===== src/sv/fld_enc_pkg.sv =====
// Shared types, constants and character tables for the field layout descriptor encoder.
package fld_enc_pkg;

  localparam int NumberBits = 29;

  typedef enum logic [1:0] {
    OpStart  = 2'd0,
    OpField  = 2'd1,
    OpOneof  = 2'd2,
    OpMember = 2'd3
  } op_e;

  // Oneof phase codes; the unused code behaves as PhaseOpen.
  localparam logic [1:0] PhaseIdle   = 2'd0;
  localparam logic [1:0] PhaseOpen   = 2'd1;
  localparam logic [1:0] PhaseMember = 2'd2;

  localparam logic [6:0] RepeatedBase = 7'd20;
  localparam logic [6:0] SkipBase     = 7'd60;
  localparam logic [6:0] ModBase      = 7'd42;
  localparam logic [6:0] CharEnd      = 7'd94;   // '^'
  localparam logic [6:0] CharOneofSep = 7'd126;  // '~'
  localparam logic [6:0] CharFieldSep = 7'd124;  // '|'
  localparam logic [3:0] ModUnpacked  = 4'd1;
  localparam logic [3:0] ModProto3    = 4'd4;
  localparam logic [3:0] ModRequired  = 4'd8;

  // One queued request for the back end.
  typedef struct packed {
    logic                  err;
    logic                  has_pre;
    logic [6:0]            pre_char;
    logic                  has_dig;
    logic                  dig_six;
    logic [NumberBits-1:0] dig_val;
    logic                  has_typ;
    logic [6:0]            typ_char;
    logic                  has_mod;
    logic [6:0]            mod_char;
  } job_t;

  // 92-symbol alphabet: printable ASCII without '"', '\'' and '\\'.
  function automatic logic [6:0] alpha(input logic [6:0] idx);
    logic [6:0] ch;
    if (idx < 7'd2) begin
      ch = idx + 7'd32;
    end else if (idx < 7'd6) begin
      ch = idx + 7'd33;
    end else if (idx < 7'd58) begin
      ch = idx + 7'd34;
    end else begin
      ch = idx + 7'd35;
    end
    return ch;
  endfunction

  function automatic logic [4:0] type_code(input logic [4:0] ftype);
    logic [4:0] enc;
    unique case (ftype)
      5'd2:    enc = 5'd1;
      5'd3:    enc = 5'd9;
      5'd4:    enc = 5'd10;
      5'd5:    enc = 5'd6;
      5'd6:    enc = 5'd3;
      5'd7:    enc = 5'd2;
      5'd8:    enc = 5'd13;
      5'd9:    enc = 5'd15;
      5'd10:   enc = 5'd16;
      5'd11:   enc = 5'd17;
      5'd12:   enc = 5'd14;
      5'd13:   enc = 5'd7;
      5'd14:   enc = 5'd12;
      5'd15:   enc = 5'd4;
      5'd16:   enc = 5'd5;
      5'd17:   enc = 5'd8;
      5'd18:   enc = 5'd11;
      default: enc = 5'd0;
    endcase
    return enc;
  endfunction

endpackage


===== src/sv/fld_enc_front.sv =====
// Front end: accepts commands, tracks schema state and builds back-end requests.
module fld_enc_front (
  input  logic                               clk_i,
  input  logic                               rst_ni,
  input  logic                               in_valid_i,
  output logic                               in_ready_o,
  input  logic [1:0]                         op_i,
  input  logic                               default_packed_i,
  input  logic [4:0]                         field_type_i,
  input  logic [fld_enc_pkg::NumberBits-1:0] fld_num_i,
  input  logic [3:0]                         field_flags_i,
  input  logic                               q_full_i,
  output logic                               q_push_o,
  output fld_enc_pkg::job_t                  q_job_o
);

  logic [fld_enc_pkg::NumberBits-1:0] prev_q, prev_d;
  logic                               pdef_q, pdef_d;
  logic [1:0]                         phase_q, phase_d;
  logic                               accept;
  logic                               in_order;
  logic [fld_enc_pkg::NumberBits:0]   prev_inc;
  logic [3:0]                         mods;
  fld_enc_pkg::job_t                  job;

  assign in_ready_o = !q_full_i;
  assign accept     = in_valid_i && in_ready_o;
  assign in_order   = fld_num_i > prev_q;
  assign prev_inc   = {1'b0, prev_q} + 1'b1;

  always_comb begin
    mods = 4'd0;
    if (field_flags_i[2]) mods = mods | fld_enc_pkg::ModProto3;
    if (field_flags_i[3]) mods = mods | fld_enc_pkg::ModRequired;
    if (field_flags_i[1] != pdef_q) mods = mods | fld_enc_pkg::ModUnpacked;
  end

  always_comb begin
    job          = '0;
    prev_d       = prev_q;
    pdef_d       = pdef_q;
    phase_d      = phase_q;
    q_push_o     = 1'b0;
    unique case (fld_enc_pkg::op_e'(op_i))
      fld_enc_pkg::OpStart: begin
        pdef_d  = default_packed_i;
        prev_d  = '0;
        phase_d = fld_enc_pkg::PhaseIdle;
      end
      fld_enc_pkg::OpField: begin
        q_push_o = accept;
        if (!in_order) begin
          job.err = 1'b1;
        end else begin
          prev_d       = fld_num_i;
          job.has_dig  = prev_inc != {1'b0, fld_num_i};
          job.dig_six  = 1'b0;
          job.dig_val  = fld_num_i - prev_q;
          job.has_typ  = 1'b1;
          job.typ_char = fld_enc_pkg::alpha(7'(fld_enc_pkg::type_code(field_type_i))
                         + (field_flags_i[0] ? fld_enc_pkg::RepeatedBase : 7'd0));
          job.has_mod  = mods != 4'd0;
          job.mod_char = fld_enc_pkg::alpha(fld_enc_pkg::ModBase + {3'b000, mods});
        end
      end
      fld_enc_pkg::OpOneof: begin
        q_push_o     = accept;
        job.has_pre  = 1'b1;
        job.pre_char = (phase_q == fld_enc_pkg::PhaseIdle) ? fld_enc_pkg::CharEnd
                                                          : fld_enc_pkg::CharOneofSep;
        phase_d      = fld_enc_pkg::PhaseOpen;
      end
      default: begin
        q_push_o     = accept;
        job.has_pre  = phase_q == fld_enc_pkg::PhaseMember;
        job.pre_char = fld_enc_pkg::CharFieldSep;
        job.has_dig  = 1'b1;
        job.dig_six  = 1'b1;
        job.dig_val  = fld_num_i;
        phase_d      = fld_enc_pkg::PhaseMember;
      end
    endcase
  end

  assign q_job_o = job;

  always_ff @(posedge clk_i or negedge rst_ni) begin
    if (!rst_ni) begin
      prev_q  <= '0;
      pdef_q  <= 1'b0;
      phase_q <= fld_enc_pkg::PhaseIdle;
    end else if (accept) begin
      prev_q  <= prev_d;
      pdef_q  <= pdef_d;
      phase_q <= phase_d;
    end
  end

endmodule


===== src/sv/fld_enc_queue.sv =====
// Two-entry request queue between front and back ends.
module fld_enc_queue (
  input  logic              clk_i,
  input  logic              rst_ni,
  input  logic              push_i,
  input  fld_enc_pkg::job_t push_job_i,
  output logic              full_o,
  input  logic              pop_i,
  output logic              empty_o,
  output fld_enc_pkg::job_t pop_job_o
);

  fld_enc_pkg::job_t mem_q [2];
  logic              wr_ptr_q, rd_ptr_q;
  logic [1:0]        cnt_q;

  assign full_o    = cnt_q == 2'd2;
  assign empty_o   = cnt_q == 2'd0;
  assign pop_job_o = mem_q[rd_ptr_q];

  always_ff @(posedge clk_i) begin
    if (push_i) begin
      mem_q[wr_ptr_q] <= push_job_i;
    end
  end

  always_ff @(posedge clk_i or negedge rst_ni) begin
    if (!rst_ni) begin
      wr_ptr_q <= 1'b0;
      rd_ptr_q <= 1'b0;
      cnt_q    <= 2'd0;
    end else begin
      if (push_i) wr_ptr_q <= !wr_ptr_q;
      if (pop_i)  rd_ptr_q <= !rd_ptr_q;
      if (push_i && !pop_i) begin
        cnt_q <= cnt_q + 2'd1;
      end else if (pop_i && !push_i) begin
        cnt_q <= cnt_q - 2'd1;
      end
    end
  end

endmodule


===== src/sv/fld_enc_back.sv =====
// Back end: expands a request into registered characters, one per cycle while not stalled.
module fld_enc_back (
  input  logic              clk_i,
  input  logic              rst_ni,
  input  logic              q_empty_i,
  input  fld_enc_pkg::job_t q_job_i,
  output logic              q_pop_o,
  output logic              out_valid_o,
  input  logic              out_ready_i,
  output logic [6:0]        out_char_o,
  output logic              last_char_o,
  output logic              bad_order_o
);

  logic              busy_q, busy_d;
  fld_enc_pkg::job_t job_q, job_d;
  logic              ov_q;
  logic [6:0]        char_q, char_d;
  logic              last_q, last_d;
  logic              bad_q;
  logic              advance;
  logic [fld_enc_pkg::NumberBits-1:0] nxt_val;
  logic [6:0]        dig_idx;

  assign advance = busy_q && (!ov_q || out_ready_i);
  assign q_pop_o = !busy_q && !q_empty_i;
  assign nxt_val = job_q.dig_six ? (job_q.dig_val >> 6) : (job_q.dig_val >> 5);
  assign dig_idx = job_q.dig_six ? {1'b0, job_q.dig_val[5:0]}
                                 : 7'(job_q.dig_val[4:0]) + fld_enc_pkg::SkipBase;

  always_comb begin
    job_d  = job_q;
    char_d = 7'd0;
    if (job_q.err) begin
      job_d.err = 1'b0;
    end else if (job_q.has_pre) begin
      char_d        = job_q.pre_char;
      job_d.has_pre = 1'b0;
    end else if (job_q.has_dig) begin
      char_d        = fld_enc_pkg::alpha(dig_idx);
      job_d.dig_val = nxt_val;
      job_d.has_dig = nxt_val != '0;
    end else if (job_q.has_typ) begin
      char_d        = job_q.typ_char;
      job_d.has_typ = 1'b0;
    end else begin
      char_d        = job_q.mod_char;
      job_d.has_mod = 1'b0;
    end
    last_d = !(job_d.err || job_d.has_pre || job_d.has_dig || job_d.has_typ || job_d.has_mod);
    busy_d = !last_d;
  end

  always_ff @(posedge clk_i) begin
    if (q_pop_o) begin
      job_q <= q_job_i;
    end else if (advance) begin
      job_q <= job_d;
    end
    if (advance) begin
      char_q <= char_d;
      last_q <= last_d;
      bad_q  <= job_q.err;
    end
  end

  always_ff @(posedge clk_i or negedge rst_ni) begin
    if (!rst_ni) begin
      busy_q <= 1'b0;
      ov_q   <= 1'b0;
    end else begin
      if (q_pop_o) begin
        busy_q <= 1'b1;
      end else if (advance) begin
        busy_q <= busy_d;
      end
      if (advance) begin
        ov_q <= 1'b1;
      end else if (out_ready_i) begin
        ov_q <= 1'b0;
      end
    end
  end

  assign out_valid_o = ov_q;
  assign out_char_o  = char_q;
  assign last_char_o = last_q;
  assign bad_order_o = bad_q;

endmodule


===== src/sv/field_layout_descriptor_encoder.sv =====
// Top level of the field layout descriptor encoder.
// Schema commands enter on the slave stream and leave as base-92 characters on the master
// stream, tlast on the final character of each command. A start message command yields no
// output; a field command yields one to eight characters (up to six skip digits, a type
// character, an optional modifier); start oneof yields one; a oneof member yields up to
// six. The expander in the back end loads a queued command while idle and then sends one
// character per cycle while the output is not stalled; it loads no new command until the
// last character of the current one is registered. The front end takes a command every
// cycle while its two-entry queue has room, and keeps doing so while the output is stalled.
module field_layout_descriptor_encoder (
  input  logic        clk_i,
  input  logic        rst_ni,
  input  logic        s_axis_tvalid,
  output logic        s_axis_tready,
  // [0] default_packed, [5:1] field_type, [34:6] fld_num, [38:35] field_flags
  input  logic [39:0] s_axis_tdata,
  // [1:0] op
  input  logic [1:0]  s_axis_tuser,
  output logic        m_axis_tvalid,
  input  logic        m_axis_tready,
  // [6:0] out_char
  output logic [7:0]  m_axis_tdata,
  output logic        m_axis_tlast,
  // [0] bad_order
  output logic        m_axis_tuser
);

  logic              q_full, q_empty, q_push, q_pop;
  fld_enc_pkg::job_t push_job, pop_job;
  logic [6:0]        out_char;

  fld_enc_front u_front (
    .clk_i            (clk_i),
    .rst_ni           (rst_ni),
    .in_valid_i       (s_axis_tvalid),
    .in_ready_o       (s_axis_tready),
    .op_i             (s_axis_tuser),
    .default_packed_i (s_axis_tdata[0]),
    .field_type_i     (s_axis_tdata[5:1]),
    .fld_num_i        (s_axis_tdata[34:6]),
    .field_flags_i    (s_axis_tdata[38:35]),
    .q_full_i         (q_full),
    .q_push_o         (q_push),
    .q_job_o          (push_job)
  );

  fld_enc_queue u_queue (
    .clk_i      (clk_i),
    .rst_ni     (rst_ni),
    .push_i     (q_push),
    .push_job_i (push_job),
    .full_o     (q_full),
    .pop_i      (q_pop),
    .empty_o    (q_empty),
    .pop_job_o  (pop_job)
  );

  fld_enc_back u_back (
    .clk_i       (clk_i),
    .rst_ni      (rst_ni),
    .q_empty_i   (q_empty),
    .q_job_i     (pop_job),
    .q_pop_o     (q_pop),
    .out_valid_o (m_axis_tvalid),
    .out_ready_i (m_axis_tready),
    .out_char_o  (out_char),
    .last_char_o (m_axis_tlast),
    .bad_order_o (m_axis_tuser)
  );

  assign m_axis_tdata = {1'b0, out_char};

endmodule


===== config.mk =====
export PLATFORM = sky130hd
export DESIGN_NAME = field_layout_descriptor_encoder
export DESIGN_NICKNAME = d
export VERILOG_FILES = /design/src/sv/fld_enc_pkg.sv /design/src/sv/fld_enc_front.sv /design/src/sv/fld_enc_queue.sv /design/src/sv/fld_enc_back.sv /design/src/sv/field_layout_descriptor_encoder.sv
export SDC_FILE = /design/constraint.sdc
export NUM_CORES = 1
export LEC_CHECK = 0
export ABC_AREA = 1
export BUFFER_PORTS_ARGS = -buffer_cell sky130_fd_sc_hd__buf_2
export CORE_MARGIN = 2
export CORE_UTILIZATION = 48
export DETAILED_ROUTE_END_ITERATION = 10
export SLEW_MARGIN = 15
export SYNTH_ARGS = -nofsm -noshare
export SYNTH_HDL_FRONTEND = slang
export SYNTH_SLANG_ARGS = --single-unit
export TNS_END_PERCENT = 1

===== constraint.sdc =====
create_clock -name clk_i -period 5.4 [get_ports clk_i]
set_input_delay 0.81 -clock clk_i [delete_from_list [all_inputs] [get_ports clk_i]]
set_output_delay 0.81 -clock clk_i [all_outputs]
set_load 0.1 [all_outputs]

==> results.sh <==
export IMPL_numCtsBuffers=17
export IMPL_dieArea_um2=27100
export IMPL_p_leak_nw=6.111
export IMPL_die_w_um=164.6
export IMPL_hold_class="reg -> reg"
export IMPL_yosys_area_top_type_share_pct=38.08
export IMPL_wire_per_inst_um=15.37
export IMPL_dr_first_iter_drc_count=683
export IMPL_synth_edf_count=157
export IMPL_post_cts_buffers=0
export IMPL_first_pass_iters=6
export IMPL_ctsHoldBuffers=0
export IMPL_period_share_pct=60.06
export IMPL_arrival_ns=3.43
export IMPL_io_pin_count=58
export IMPL_clk_latency_ns=0.44
export IMPL_ys_top_cells_by_count="559 x nand2_1, 181 x inv_1, 157 x edfxtp_1"
export IMPL_start_util_pct=49.03
export IMPL_vias_per_cell=5.189
export IMPL_crit_type="in -> reg"
export IMPL_slew_violations=0
export IMPL_hpwl_um=22510
export IMPL_yosysSeqAreaShare_pct=45.76
export IMPL_maxCapViolations=0
export IMPL_whs_ns=0.5068
export IMPL_busiest_layer="met2"
export IMPL_synth_most_common_cell="nand2_1"
export IMPL_grt_util_all_layers_pct=22.80
export IMPL_worstMarginPinSlew_ns=1.008
export IMPL_use_met1_pct=31.35
export IMPL_synth_top_area_cell="edfxtp_1"
export IMPL_use_met3_pct=2.411
export IMPL_synthArstFlopShare_pct=19.49
export IMPL_finalSetupViolations=0
export IMPL_use_met2_pct=37.89
export IMPL_routed_wirelength_um=29810
export IMPL_core_rowCount=58
export IMPL_final_layout_size_suffix_gt1_share_pct=7.769
export IMPL_fin_ws_ns=2.157
export IMPL_critPathCaptureType="flip-flop"
export IMPL_clk_path_buf_depth=2
export IMPL_ys_types=54
export IMPL_cp_max_fo=34
export IMPL_post_route_util_pct=53.83
export IMPL_diodes=0
export IMPL_gp_congestion=0.8856
export IMPL_die_h_um=164.6
export IMPL_fmax_ghz=0.3083
export IMPL_grt_pass1_vias=9385
export IMPL_ir_drop_v=0.0004114
export IMPL_yosysWarnings=0
export IMPL_antenna_found_initial=0
export IMPL_yosys_top_cells_area="edfxtp_1 38%, nand2_1 17%, dfrtp_1 7.7%"
export IMPL_period_minus_slack_ns=3.243
export IMPL_grt_max_degree=70
export IMPL_cts_repair_resized=0
export IMPL_htree_levels=4
export IMPL_syn_to_final_growth_pct=9.792
export IMPL_cts_tree="built"
export IMPL_synthFlopType="edfxtp_1"
export IMPL_crit_required_ns=5.59
export IMPL_dp_slack_ns=1.678
export IMPL_power_density_nw_per_um2=519.4
export IMPL_overflow=0
export IMPL_finalSetupTns_ns=0
export IMPL_outcome="finished clean"
export IMPL_finalClockSkew_ns=0.01440
export IMPL_max_slew_margin_pct=32.62
export IMPL_final_hold_violation_count=0
export IMPL_syn_inst=1553
export IMPL_grt_pass1_wl_um=47760
export IMPL_clock_root_buffer="clkbuf_16"
export IMPL_rsz0062_at_grt="false"
export IMPL_coreArea_um2=25250
export IMPL_synth_avg_cell_area_um2=7.973
export IMPL_cts_sinks=195
export IMPL_numPortBuffers=55
export IMPL_synth_nets=1654
export IMPL_ant_nets=0
export IMPL_num_vias=10060
export IMPL_start_kind="primary input"
export IMPL_clk_pin_slew_ns=0.08
export IMPL_synth_seq_cells=195
export IMPL_syn_cell_area_um2=12380
export IMPL_drc=0
export IMPL_finalNetCount=1697
-- logic make-up after synthesis --
group,Yosys count,share of synthesized area [%]
multiplexers,12,0.9802
buffers and inverters,225,7.245
AO/OA/AOI/OAI,197,8.893
adder cells (fa/ha/maj),55,5.618
AND/OR/NAND/NOR,799,26.26
other,1,0.03029
XOR/XNOR,69,5.214
flip-flops,195,45.76
-- cells in the final DEF, fill, tap and decap left out, types with 6 or more instances in the layout --
cell type	Yosys	final
a21oi_1	55	55
edfxtp_1	157	157
nor2_1	110	108
o21bai_1	10	10
clkbuf_16	0	17
nand2_1	559	559
buf_4	3	7
nand3_1	74	74
mux2i_1	11	11
o21ai_0	87	86
nand4_1	19	19
dfrtp_1	38	38
o22ai_1	7	7
xnor2_1	31	31
inv_1	181	181
a31oi_1	12	12
inv_8	0	6
ha_1	54	54
nor3_1	13	13
xor2_1	35	35
buf_2	7	55
-- state kept, by name, indices dropped and copies added (netlist names) --
register            flops
u_queue.mem_q          98
u_back.job_q           34
u_front.prev_q         29
u_back.job_d           16
u_back.out_char_o       7
u_front.phase_q         2
u_queue.cnt_q           2
u_back.bad_order_o      1
u_back.busy_q           1
u_back.last_char_o      1
u_back.out_valid_o      1
u_front.pdef_q          1
u_queue.rd_ptr_q        1
u_queue.wr_ptr_q        1
-- worst paths after layout --
check	start	to	slack [ns]	cells after the start
max	s_axis_tdata[8]	u_queue.mem_q[0][12]$_DFFE_PP_	2.16	12
max in group asynchronous	rst_ni	u_front.prev_q[20]$_DFFE_PN0P_	4.26	1
min reg2reg	u_queue.cnt_q[0]$_DFFE_PN0P_	u_queue.cnt_q[0]$_DFFE_PN0P_	0.51	1
max reg2reg	u_front.prev_q[2]$_DFFE_PN0P_	u_queue.mem_q[0][12]$_DFFE_PP_	2.16	12
min	u_queue.cnt_q[0]$_DFFE_PN0P_	u_queue.cnt_q[0]$_DFFE_PN0P_	0.51	1
min in group asynchronous	rst_ni	u_front.prev_q[0]$_DFFE_PN0P_	0.52	1
-- metal layers --
| metal | wire length, µm | vias up |
|---|---|---|
| li1 | - | 5163 |
| met1 | 14020 | 4655 |
| met2 | 14000 | 202 |
| met3 | 1035 | 42 |
| met4 | 765 | 0 |
| met5 | 0 | - |
-- area by class of cell --
type | instances | area [µm²]
clock buffer | 17 | 425.4
fill | 2398 | 11660
multi-input combinational | 1133 | 5846
clock inverter | 15 | 212.7
sequential | 195 | 5665
inverter | 187 | 704.4
tap | 330 | 412.9
timing repair buffer | 62 | 327.8
-- critical path: stages --
cell	delay [ns]
buf_2	0.12
ha_1	0.36
a21oi_1	0.14
nand2_1	0.15
a21boi_2	0.32
o21ai_2	0.16
nand3_1	0.11
nand2_2	0.09
nand3_4	0.33
clkinv_1	0.48
nand2_1	0.26
nor2_1	0.09
-- where the power goes --
part	leakage (nW)	internal, mW	switching [mW]
Combinational	3.81	0.967	2.20
Clock	0.312	0.689	0.670
Sequential	1.99	2.25	0.287
Total	6.11	3.91	3.15
-- metrics by stage --
stage          cell area [µm²]  instances  power (mW)
5_1_grt                  13590       1939       7.618
3_3_place_gp             12960       1907       5.689
6_report                 13590       1939       7.061
4_1_cts                  13590       1939       7.094
3_5_place_dp             12960       1907       5.730
2_1_floorplan            12380       1553       4.947
Power figures use the tool's default switching activity.
